--- src/rtl/olist_pkg.sv ---
// Types and codes shared by the ordered list engine modules.
package olist_pkg;

  localparam int unsigned ValueW = 32;

  typedef enum logic [1:0] {
    OP_PUSH_FRONT = 2'd0,
    OP_PUSH_BACK  = 2'd1,
    OP_DELETE     = 2'd2,
    OP_READ_OUT   = 2'd3
  } op_t;

  typedef enum logic [1:0] {
    ST_OK        = 2'd0,
    ST_EMPTY     = 2'd1,
    ST_NOT_FOUND = 2'd2,
    ST_FULL      = 2'd3
  } status_t;

  typedef enum logic [2:0] {
    S_IDLE,
    S_PUSH,
    S_MATCH,
    S_DEL,
    S_READ
  } state_t;

  // Controller to datapath.
  typedef struct packed {
    logic    in_ready;
    logic    push;
    logic    match;
    logic    del;
    logic    read_step;
    logic    emit;
    status_t emit_status;
    logic    emit_last;
    logic    emit_cell;
  } cmd_t;

  // Datapath to controller.
  typedef struct packed {
    logic in_valid;
    op_t  in_op;
    logic slot_free;
    logic is_empty;
    logic is_full;
    logic found;
    logic read_last;
  } sts_t;

endpackage

--- src/rtl/olist_if.sv ---
// Valid/ready channel interfaces for operation transactions and result transactions.
interface olist_in_if;
  logic        valid;
  logic        ready;
  logic [1:0]  operation;
  logic signed [olist_pkg::ValueW-1:0] value;

  modport source (output valid, output operation, output value, input ready);
  modport sink   (input valid, input operation, input value, output ready);
endinterface

interface olist_out_if;
  logic        valid;
  logic        ready;
  logic signed [olist_pkg::ValueW-1:0] item_value;
  logic [1:0]  status;
  logic        last;

  modport source (output valid, output item_value, output status, output last, input ready);
  modport sink   (input valid, input item_value, input status, input last, output ready);
endinterface

--- src/rtl/olist_dp.sv ---
// Datapath: cell row, entry count, match vector and the result register.
module olist_dp #(
  parameter int unsigned CAPACITY = 16
) (
  input  logic               clk,
  input  logic               rst_n,
  olist_in_if.sink           in_chan,
  olist_out_if.source        out_chan,
  input  olist_pkg::cmd_t    cmd,
  output olist_pkg::sts_t    sts
);

  localparam int unsigned CW = $clog2(CAPACITY + 1);
  localparam int unsigned IW = $clog2(CAPACITY);
  localparam int unsigned VW = olist_pkg::ValueW;

  olist_pkg::op_t      op_r;
  logic signed [VW-1:0] val_r;
  logic signed [VW-1:0] cells_r   [CAPACITY];
  logic signed [VW-1:0] cells_nxt [CAPACITY];
  logic [CW-1:0]       count_r, count_nxt;
  logic [IW-1:0]       idx_r, idx_nxt;
  logic [CAPACITY-1:0] match_r, match_nxt;
  logic [CAPACITY-1:0] after_hit;
  logic                out_valid_r;
  logic signed [VW-1:0] out_item_r;
  olist_pkg::status_t  out_status_r;
  logic                out_last_r;
  logic                load;
  logic                is_empty, is_full, found, read_last;
  logic                push_ok, del_ok;

  assign load      = cmd.in_ready && in_chan.valid;
  assign is_empty  = (count_r == '0);
  assign is_full   = (count_r == CW'(CAPACITY));
  assign found     = |match_r;
  assign read_last = ((CW'(idx_r) + CW'(1)) == count_r);
  assign push_ok   = cmd.push && !is_full;
  assign del_ok    = cmd.del && found;

  assign in_chan.ready = cmd.in_ready;

  assign sts.in_valid  = in_chan.valid;
  assign sts.in_op     = olist_pkg::op_t'(in_chan.operation);
  assign sts.slot_free = !out_valid_r || out_chan.ready;
  assign sts.is_empty  = is_empty;
  assign sts.is_full   = is_full;
  assign sts.found     = found;
  assign sts.read_last = read_last;

  // Positions at or beyond the first match.
  always_comb begin
    for (int i = 0; i < CAPACITY; i++) begin
      after_hit[i] = |(match_r << (CAPACITY - 1 - i));
    end
  end

  always_comb begin
    for (int i = 0; i < CAPACITY; i++) begin
      match_nxt[i] = (cells_r[i] == val_r) && (CW'(i) < count_r);
    end
  end

  always_comb begin
    for (int i = 0; i < CAPACITY; i++) begin
      cells_nxt[i] = cells_r[i];
      if (push_ok && op_r == olist_pkg::OP_PUSH_FRONT) begin
        cells_nxt[i] = (i == 0) ? val_r : cells_r[(i == 0) ? 0 : i - 1];
      end else if (push_ok) begin
        if (CW'(i) == count_r) cells_nxt[i] = val_r;
      end else if (del_ok) begin
        if (after_hit[i] && i < CAPACITY - 1)
          cells_nxt[i] = cells_r[(i < CAPACITY - 1) ? i + 1 : i];
      end else if (cmd.read_step) begin
        // rotate the live entries by one so the next one sits at the head
        if ((CW'(i) + CW'(1)) == count_r) cells_nxt[i] = cells_r[0];
        else if (i < CAPACITY - 1) cells_nxt[i] = cells_r[(i < CAPACITY - 1) ? i + 1 : i];
      end
    end
  end

  always_comb begin
    count_nxt = count_r;
    if (push_ok)     count_nxt = count_r + CW'(1);
    else if (del_ok) count_nxt = count_r - CW'(1);
  end

  always_comb begin
    idx_nxt = idx_r;
    if (load)               idx_nxt = '0;
    else if (cmd.read_step) idx_nxt = idx_r + IW'(1);
  end

  always_ff @(posedge clk) begin
    if (!rst_n) begin
      count_r     <= '0;
      idx_r       <= '0;
      out_valid_r <= 1'b0;
    end else begin
      count_r <= count_nxt;
      idx_r   <= idx_nxt;
      if (cmd.emit)          out_valid_r <= 1'b1;
      else if (out_chan.ready) out_valid_r <= 1'b0;
    end
  end

  always_ff @(posedge clk) begin
    if (load) begin
      op_r  <= olist_pkg::op_t'(in_chan.operation);
      val_r <= in_chan.value;
    end
    if (cmd.match) match_r <= match_nxt;
    for (int i = 0; i < CAPACITY; i++) begin
      cells_r[i] <= cells_nxt[i];
    end
    if (cmd.emit) begin
      out_item_r   <= cmd.emit_cell ? cells_r[0] : '0;
      out_status_r <= cmd.emit_status;
      out_last_r   <= cmd.emit_last;
    end
  end

  assign out_chan.valid      = out_valid_r;
  assign out_chan.item_value = out_item_r;
  assign out_chan.status     = out_status_r;
  assign out_chan.last       = out_last_r;

endmodule

--- src/rtl/olist_ctrl.sv ---
// Controller: sequences each operation and issues result transactions.
module olist_ctrl (
  input  logic            clk,
  input  logic            rst_n,
  input  olist_pkg::sts_t sts,
  output olist_pkg::cmd_t cmd
);

  olist_pkg::state_t state_r, state_nxt;

  always_ff @(posedge clk) begin
    if (!rst_n) state_r <= olist_pkg::S_IDLE;
    else        state_r <= state_nxt;
  end

  always_comb begin
    state_nxt = state_r;
    unique case (state_r)
      olist_pkg::S_IDLE: begin
        if (sts.in_valid) begin
          unique case (sts.in_op)
            olist_pkg::OP_PUSH_FRONT,
            olist_pkg::OP_PUSH_BACK: state_nxt = olist_pkg::S_PUSH;
            olist_pkg::OP_DELETE:    state_nxt = olist_pkg::S_MATCH;
            olist_pkg::OP_READ_OUT:  state_nxt = olist_pkg::S_READ;
            default:                 state_nxt = olist_pkg::S_IDLE;
          endcase
        end
      end
      olist_pkg::S_PUSH:  if (sts.slot_free) state_nxt = olist_pkg::S_IDLE;
      olist_pkg::S_MATCH: state_nxt = olist_pkg::S_DEL;
      olist_pkg::S_DEL:   if (sts.slot_free) state_nxt = olist_pkg::S_IDLE;
      olist_pkg::S_READ: begin
        if (sts.slot_free && (sts.is_empty || sts.read_last)) state_nxt = olist_pkg::S_IDLE;
      end
      default: state_nxt = olist_pkg::S_IDLE;
    endcase
  end

  always_comb begin
    cmd = '0;
    cmd.emit_status = olist_pkg::ST_OK;
    unique case (state_r)
      olist_pkg::S_IDLE: cmd.in_ready = 1'b1;
      olist_pkg::S_PUSH: begin
        if (sts.slot_free) begin
          cmd.emit        = 1'b1;
          cmd.emit_last   = 1'b1;
          cmd.push        = !sts.is_full;
          cmd.emit_status = sts.is_full ? olist_pkg::ST_FULL : olist_pkg::ST_OK;
        end
      end
      olist_pkg::S_MATCH: cmd.match = 1'b1;
      olist_pkg::S_DEL: begin
        if (sts.slot_free) begin
          cmd.emit      = 1'b1;
          cmd.emit_last = 1'b1;
          priority if (sts.is_empty) cmd.emit_status = olist_pkg::ST_EMPTY;
          else if (!sts.found)       cmd.emit_status = olist_pkg::ST_NOT_FOUND;
          else begin
            cmd.del         = 1'b1;
            cmd.emit_status = olist_pkg::ST_OK;
          end
        end
      end
      olist_pkg::S_READ: begin
        if (sts.slot_free) begin
          cmd.emit = 1'b1;
          if (sts.is_empty) begin
            cmd.emit_status = olist_pkg::ST_EMPTY;
            cmd.emit_last   = 1'b1;
          end else begin
            cmd.emit_cell = 1'b1;
            cmd.read_step = 1'b1;
            cmd.emit_last = sts.read_last;
          end
        end
      end
      default: cmd = '0;
    endcase
  end

endmodule

--- src/rtl/ordered_list_engine_unit.sv ---
// Ordered list engine top level: a bounded deque of signed 32-bit values with
// push front, push back, delete of the first match and read out. One operation
// transaction is taken at a time; in_chan.ready is high only while the engine is
// idle. A push passes through S_PUSH back to idle. A delete passes through S_MATCH,
// which compares every cell in parallel and registers the match vector, and then
// S_DEL, which closes the gap. A read out issues one entry per cycle while the
// result channel does not stall, through the single result register, as the live
// entries rotate through the head cell; an empty list gives a single empty result.
// Entries live in a row of CAPACITY registers that need no clearing; the entry
// count resets to zero.
module ordered_list_engine_unit #(
  parameter int unsigned CAPACITY = 16
) (
  input  logic         clk,
  input  logic         rst_n,
  olist_in_if.sink     in_chan,
  olist_out_if.source  out_chan
);

  olist_pkg::cmd_t cmd;
  olist_pkg::sts_t sts;

  // sequencing of push, delete and read out
  olist_ctrl u_ctrl (
    .clk   (clk),
    .rst_n (rst_n),
    .sts   (sts),
    .cmd   (cmd)
  );

  // cells, count, match vector and result register
  olist_dp #(
    .CAPACITY (CAPACITY)
  ) u_dp (
    .clk      (clk),
    .rst_n    (rst_n),
    .in_chan  (in_chan),
    .out_chan (out_chan),
    .cmd      (cmd),
    .sts      (sts)
  );

endmodule

--- src/flat_wrapper.sv ---
// flat-port wrapper written by rule: the top's interface ports become plain ports
module ordered_list_engine_unit_flat 
#(
  parameter int unsigned CAPACITY = 16
)
  (clk, rst_n, in_chan_valid, in_chan_operation, in_chan_value, in_chan_ready, out_chan_valid, out_chan_item_value, out_chan_status, out_chan_last, out_chan_ready);
  olist_in_if in_chan_i ();
  olist_out_if out_chan_i ();
  input  logic clk;
  input  logic rst_n;
  input wire logic [$bits(in_chan_i.valid)-1:0] in_chan_valid;
  input wire logic [$bits(in_chan_i.operation)-1:0] in_chan_operation;
  input wire logic [$bits(in_chan_i.value)-1:0] in_chan_value;
  output wire logic [$bits(in_chan_i.ready)-1:0] in_chan_ready;
  output wire logic [$bits(out_chan_i.valid)-1:0] out_chan_valid;
  output wire logic [$bits(out_chan_i.item_value)-1:0] out_chan_item_value;
  output wire logic [$bits(out_chan_i.status)-1:0] out_chan_status;
  output wire logic [$bits(out_chan_i.last)-1:0] out_chan_last;
  input wire logic [$bits(out_chan_i.ready)-1:0] out_chan_ready;
  assign in_chan_i.valid = in_chan_valid;
  assign in_chan_i.operation = in_chan_operation;
  assign in_chan_i.value = in_chan_value;
  assign in_chan_ready = in_chan_i.ready;
  assign out_chan_valid = out_chan_i.valid;
  assign out_chan_item_value = out_chan_i.item_value;
  assign out_chan_status = out_chan_i.status;
  assign out_chan_last = out_chan_i.last;
  assign out_chan_i.ready = out_chan_ready;
  ordered_list_engine_unit #(.CAPACITY(CAPACITY)) u_core (.clk(clk), .rst_n(rst_n), .in_chan(in_chan_i), .out_chan(out_chan_i));
endmodule
--- config.mk ---
export PLATFORM = sky130hd
export DESIGN_NAME = ordered_list_engine_unit_flat
export DESIGN_NICKNAME = d
export VERILOG_FILES = /design/src/rtl/olist_pkg.sv /design/src/rtl/olist_if.sv /design/src/rtl/olist_dp.sv /design/src/rtl/olist_ctrl.sv /design/src/rtl/ordered_list_engine_unit.sv /design/src/flat_wrapper.sv
export SDC_FILE = /design/constraint.sdc
export NUM_CORES = 2
export LEC_CHECK = 0
export BUFFER_PORTS_ARGS = -buffer_cell sky130_fd_sc_hd__buf_2
export CORE_MARGIN = 1.5
export CORE_UTILIZATION = 50
export DETAILED_ROUTE_END_ITERATION = 8
export PLACE_DENSITY = 0.71
export SYNTH_ARGS = -nofsm -noshare
export SYNTH_HDL_FRONTEND = slang
export SYNTH_SLANG_ARGS = --single-unit
--- constraint.sdc ---
create_clock -name clk -period 7.6 [get_ports clk]
set_input_delay 2.28 -clock clk [delete_from_list [all_inputs] [get_ports clk]]
set_output_delay 2.28 -clock clk [all_outputs]
set_load 0.05 [all_outputs]
=== Word-level counts from Yosys, hierarchy flattened ===
Memories as Yosys holds them, arrays and structs flattened.
Index checks and enable logic that the tools add are counted.

* Bitwise operators: 1
* Add/sub/neg operators: 4
* Order comparisons: 16
* Eq/ne operators: 44
* Reduce and logical (&&, ||, !) cells: 50
* Multiplexer cells: 140

{| class="wikitable"
|+ Operator list
! cell !! count
|-
| $mux W32 || 111
|-
| $eq A32 B32 Y1 || 16
|-
| $eq A4 B5 Y1 const A || 8
|-
| $lt A4 B5 Y1 const A || 8
|-
| $logic_and A1 B1 Y1 || 21
|-
| $eq A3 B5 Y1 const A || 4
|-
| $lt A3 B5 Y1 const A || 4
|-
| $reduce_or A16 Y1 || 1
|-
| $mux W1 || 15
|-
| $reduce_or A15 Y1 || 1
|-
| $reduce_or A14 Y1 || 1
|-
| $reduce_or A13 Y1 || 1
|-
| $pmux W3 S4 || 1
|-
| $pmux W4 S3 || 1
|-
| $reduce_or A12 Y1 || 1
|-
| $reduce_or A11 Y1 || 1
|-
| $eq A2 B5 Y1 const A || 2
|-
| $lt A1 B5 Y1 const A || 2
|-
| $lt A2 B5 Y1 const A || 2
|-
| $mux W5 || 2
|-
| $reduce_or A10 Y1 || 1
|-
| $mux W3 || 3
|-
| $pmux W3 S3 || 1
|-
| $reduce_or A9 Y1 || 1
|-
| other kinds (33) || 46
|}

* Input port bits: 38
* Memories kept: 1
* Flip-flop bits (word level): 98
* Memory bits (writable): 512
* Output and inout port bits: 37

{| class="wikitable"
|+ Memory list
! memory !! depth !! bits a word !! read ports !! clocked after memory_dff !! wr ports !! line !! text
|-
| u_core.u_dp.cells_r || 16 || 32 || 16 || 0 || 16 || olist_dp.sv:19 || <nowiki>logic signed [VW-1:0] cells_r [CAPACITY];</nowiki>
|}

=== Logic depth before layout (Yosys ltp) ===
* Depth in word-level cells: 9
* Mapped depth: 12

=== Modules after synthesis ===
Synthesis repeated with hierarchy kept, for this count alone.

* Cells, all modules: 4035
* Area, all modules: 39210.1 um^2

{| class="wikitable"
|+ By module, submodules not included
! module !! cells each !! area each (um^2) !! instances !! sequential area each (um^2)
|-
| olist_dp || 4001 || 38926.1 || 1 || 18127.4
|-
| olist_ctrl || 34 || 284.0 || 1 || 60.1
|}

=== Worst setup path before layout ===
No wires, ideal clock.

* Kind: input to register
* Start: in out_chan_ready
* End: mem u_core.u_dp.cells_r[1][192] (netlist bit), enable pin
* Slack: 1.041 ns
* Setup time: 0.470 ns
* Stages: 9
* Data arrival time: 6.088 ns
* Cells stage by stage: nor2b_1 > clkbuf_1 > nor4_2 > o31a_1 > buf_6 > buf_6 > nor3_1 > buf_2 > a211oi_1

{| class="wikitable"
|+ RTL lines
! what !! line !! text
|-
| start: declaration || flat_wrapper.sv:19 || <nowiki>input wire logic [$bits(out_chan_i.ready)-1:0] out_chan_ready;</nowiki>
|-
| end: declaration || olist_dp.sv:19 ||
|}

==> metrics.cfg <==
[sta]
slew_viol_final = 1
rsz0062_at_grt = no
tns_ns = 0
worst_slew_pin_slew_ns = 1.48
whs_ns = 0.514
fin_skew_ns = 0.0349
relSlewSlack = -0.0128
final-setup-viol-count = 0
hold_viol = 0
fin_crit_ns = 5.03
max_freq_ghz = 0.199
fin_crit_sh = 0.662

[run_status]
outcome = complete, but fails checks
failed_checks = capacitance limit, slew limit

[global_route]
grt-ovfl-total = 0
grtUsageMet1 = 0.518
grtUsageMet2 = 0.532
antenna_found_initial = 1
gr-max-usage-layer = met2
track_usage = 0.388
grt_pass1_wl_mm = 236
grt_max_degree = 222
grt_pass1_vias = 34100
met3_usage = 0.120

[synthesis]
synth_top_area_cell = edfxtp_1
ys_ff_latch = 610
synth_flop_cell = edfxtp_1
synth_async_sr_flop_share = 0
synth_area_per_cell_um2 = 9.80
synth.distinct_cells = 58
synth_edf_count = 597
syn_nets = 4084
netlist_top_cells_area = edfxtp_1, a211oi_1, xor2_1
yosysSeqAreaShare = 0.459
netlist_area_um2 = 39600
synth.top_cell.area_share = 0.453
synth.yosys.warnings = 0
synth_cells = 4040

[clock_network]
post-cts-setup-buffer-count = 0
cts_tree = done
postCtsResizedCells = 0
clk_latency_ns = 0.66
clk_path_buf_depth = 3
cts_buffers = 70
cts_sinks = 610
root_buffer = clkbuf_16
path_clk_slew_ns = 0.06
postCtsHoldBufs = 0
h-tree-depth = 3

[routing]
drc = 0
wl_per_cell_um = 33.3
drtIter0Drc = 7832
routed_wl_mm = 163
viasPerCell = 7.65
dr.pass1.iters = 7
via_count = 37300
ant_nets = 0

[power_and_ir_drop]
p_leak_nw = 13.1
swShare = 0.373
internal-power_mw = 7.21
combPwrFrac = 0.282
netSwitchingPower_mw = 4.29
power_frac_seq = 0.432
ir_drop_mv = 0.218
p_per_area_nw_per_um2 = 269
p_clk_frac = 0.286

[worst_setup_path]
crit_path_start_kind = input pin
cp-end-kind = flop
cp.required_ns = 8.08
path_cells = buf_2 -> nor2b_1 -> nor4_2 -> o31ai_4 -> buf_12 -> buf_4 -> a31oi_1 -> a21oi_1
path_class = in2reg
slowest_delay_ns = 0.80
crit_fanout = 175
cpMaxStageDelayCell = buf_4
critical_path_arrival_ns = 5.51

[layout]
final_cell_mix = edfxtp_1, a21oi_1, a211oi_1
area_growth_pct = 7.84
drive_gt1_frac = 0.121
multiInputGateArea_um2 = 19600
seq_area_um2 = 18200
final_nets = 3821
num-fill-cells = 6826
final_util = 0.542
mostFrequentLayoutCell = edfxtp_1

[placement]
gp_congestion = 0.985
io_buffers = 74
dp_hpwl_mm = 104

[floorplanning]
ioPinCount = 75
dieWidth_um = 284
start_util = 0.503
rows = 103
fp.dieH_um = 284
core_area_um2 = 78700
die-area_um2 = 80900

[worst_hold_path]
worst_hold_path_type = reg2reg

[job]
drv_cap = 1

## cell families after synthesis
| logic type | after synthesis | share of synthesized area |
|---|---|---|
| adder cells (fa/ha/maj) | 6 | 0.00190 |
| XOR/XNOR | 520 | 0.115 |
| multiplexers | 1 | 0.000253 |
| AO/OA/AOI/OAI | 1820 | 0.296 |
| flip-flops | 610 | 0.459 |
| AND/OR/NAND/NOR | 530 | 0.0716 |
| buffers and inverters | 553 | 0.0559 |
## final cells by class
type,count,share of cell area
antenna,1,0.0000586
clock buffer,84,0.0422
clock inverter,37,0.00718
inverter,8,0.000703
multi-input combinational,2877,0.458
sequential,610,0.426
tap,1050,0.0308
timing repair buffer,210,0.0352
## state kept, by name, summed over array words and instances, names as in the netlist
register                         count
u_core.u_ctrl.state_r                3
u_core.u_dp.cells_r                512
u_core.u_dp.count_r                  5
u_core.u_dp.idx_r                    4
u_core.u_dp.match_r                 16
u_core.u_dp.op_r                     2
u_core.u_dp.out_chan.item_value     32
u_core.u_dp.out_chan.last            1
u_core.u_dp.out_chan.status          2
u_core.u_dp.out_chan.valid           1
u_core.u_dp.val_r                   32
## cells in the mapped netlist (all sizes together), types with 4 or more instances
cell and instances:
inv 8, xnor2 195, o221a 33, a22oi 4, nand4 62, nor4 92
and2 33, nand2b 6, dfxtp 13, and3 4, o41ai 64, a221oi 7
clkbuf 449, nand3 25, ha 6, nor2b 37, o21ai 392, a31oi 417
edfxtp 597, a2111oi 5, nand2 147, a211oi 423, xor2 325, a21oi 457
buf 96, nor2 33, nor3 35, or3 38
## worst paths after layout
path,endpoint,start,slack (ns),depth (start not counted)
worst max-delay path,u_core.u_dp.cells_r[0][120],out_chan_ready,2.57,8
worst min-delay path,u_core.u_dp.idx_r[1],u_core.u_dp.idx_r[1],0.51,2
worst max register to register,u_core.u_dp.cells_r[0][120],u_core.u_dp.count_r[0],2.81,9
worst min register to register,u_core.u_dp.idx_r[1],u_core.u_dp.idx_r[1],0.51,2
## through the flow
stage          total power, mW  area [µm²]  std cells  setup WS (ns)
5_1_grt                   11.7       42700       4876           2.51
3_5_place_dp              8.04       40600       4755           2.11
4_1_cts                   11.2       42700       4876           2.76
2_1_floorplan             6.86       39600       4040           1.04
3_3_place_gp              7.98       40600       4755           2.16
6_report                  11.5       42700       4877           2.57
## metal layers
layer / up-vias / routed length, µm
met1: 17600 / 57400
met2: 3785 / 65200
li1: 15200 / -
met3: 745 / 25900
met4: 2 / 14100
met5: - / 12
## worst max-delay path, delay by kind of cell
kind                   cells  cell delay (ns)
buffers and inverters      3             1.54
AO/OA/AOI/OAI              3             0.66
AND/OR/NAND/NOR            2             0.79
## power groups by stage
stage | clock, mW | combinational [mW] | sequential, mW
3_3_place_gp | 0 | 3.01 | 4.96
6_report | 3.29 | 3.24 | 4.97
2_1_floorplan | 0 | 2.05 | 4.81
5_1_grt | 3.38 | 3.38 | 4.96
3_5_place_dp | 0 | 3.07 | 4.97
4_1_cts | 3.26 | 3.08 | 4.90
Power figures use the tool's default switching activity.
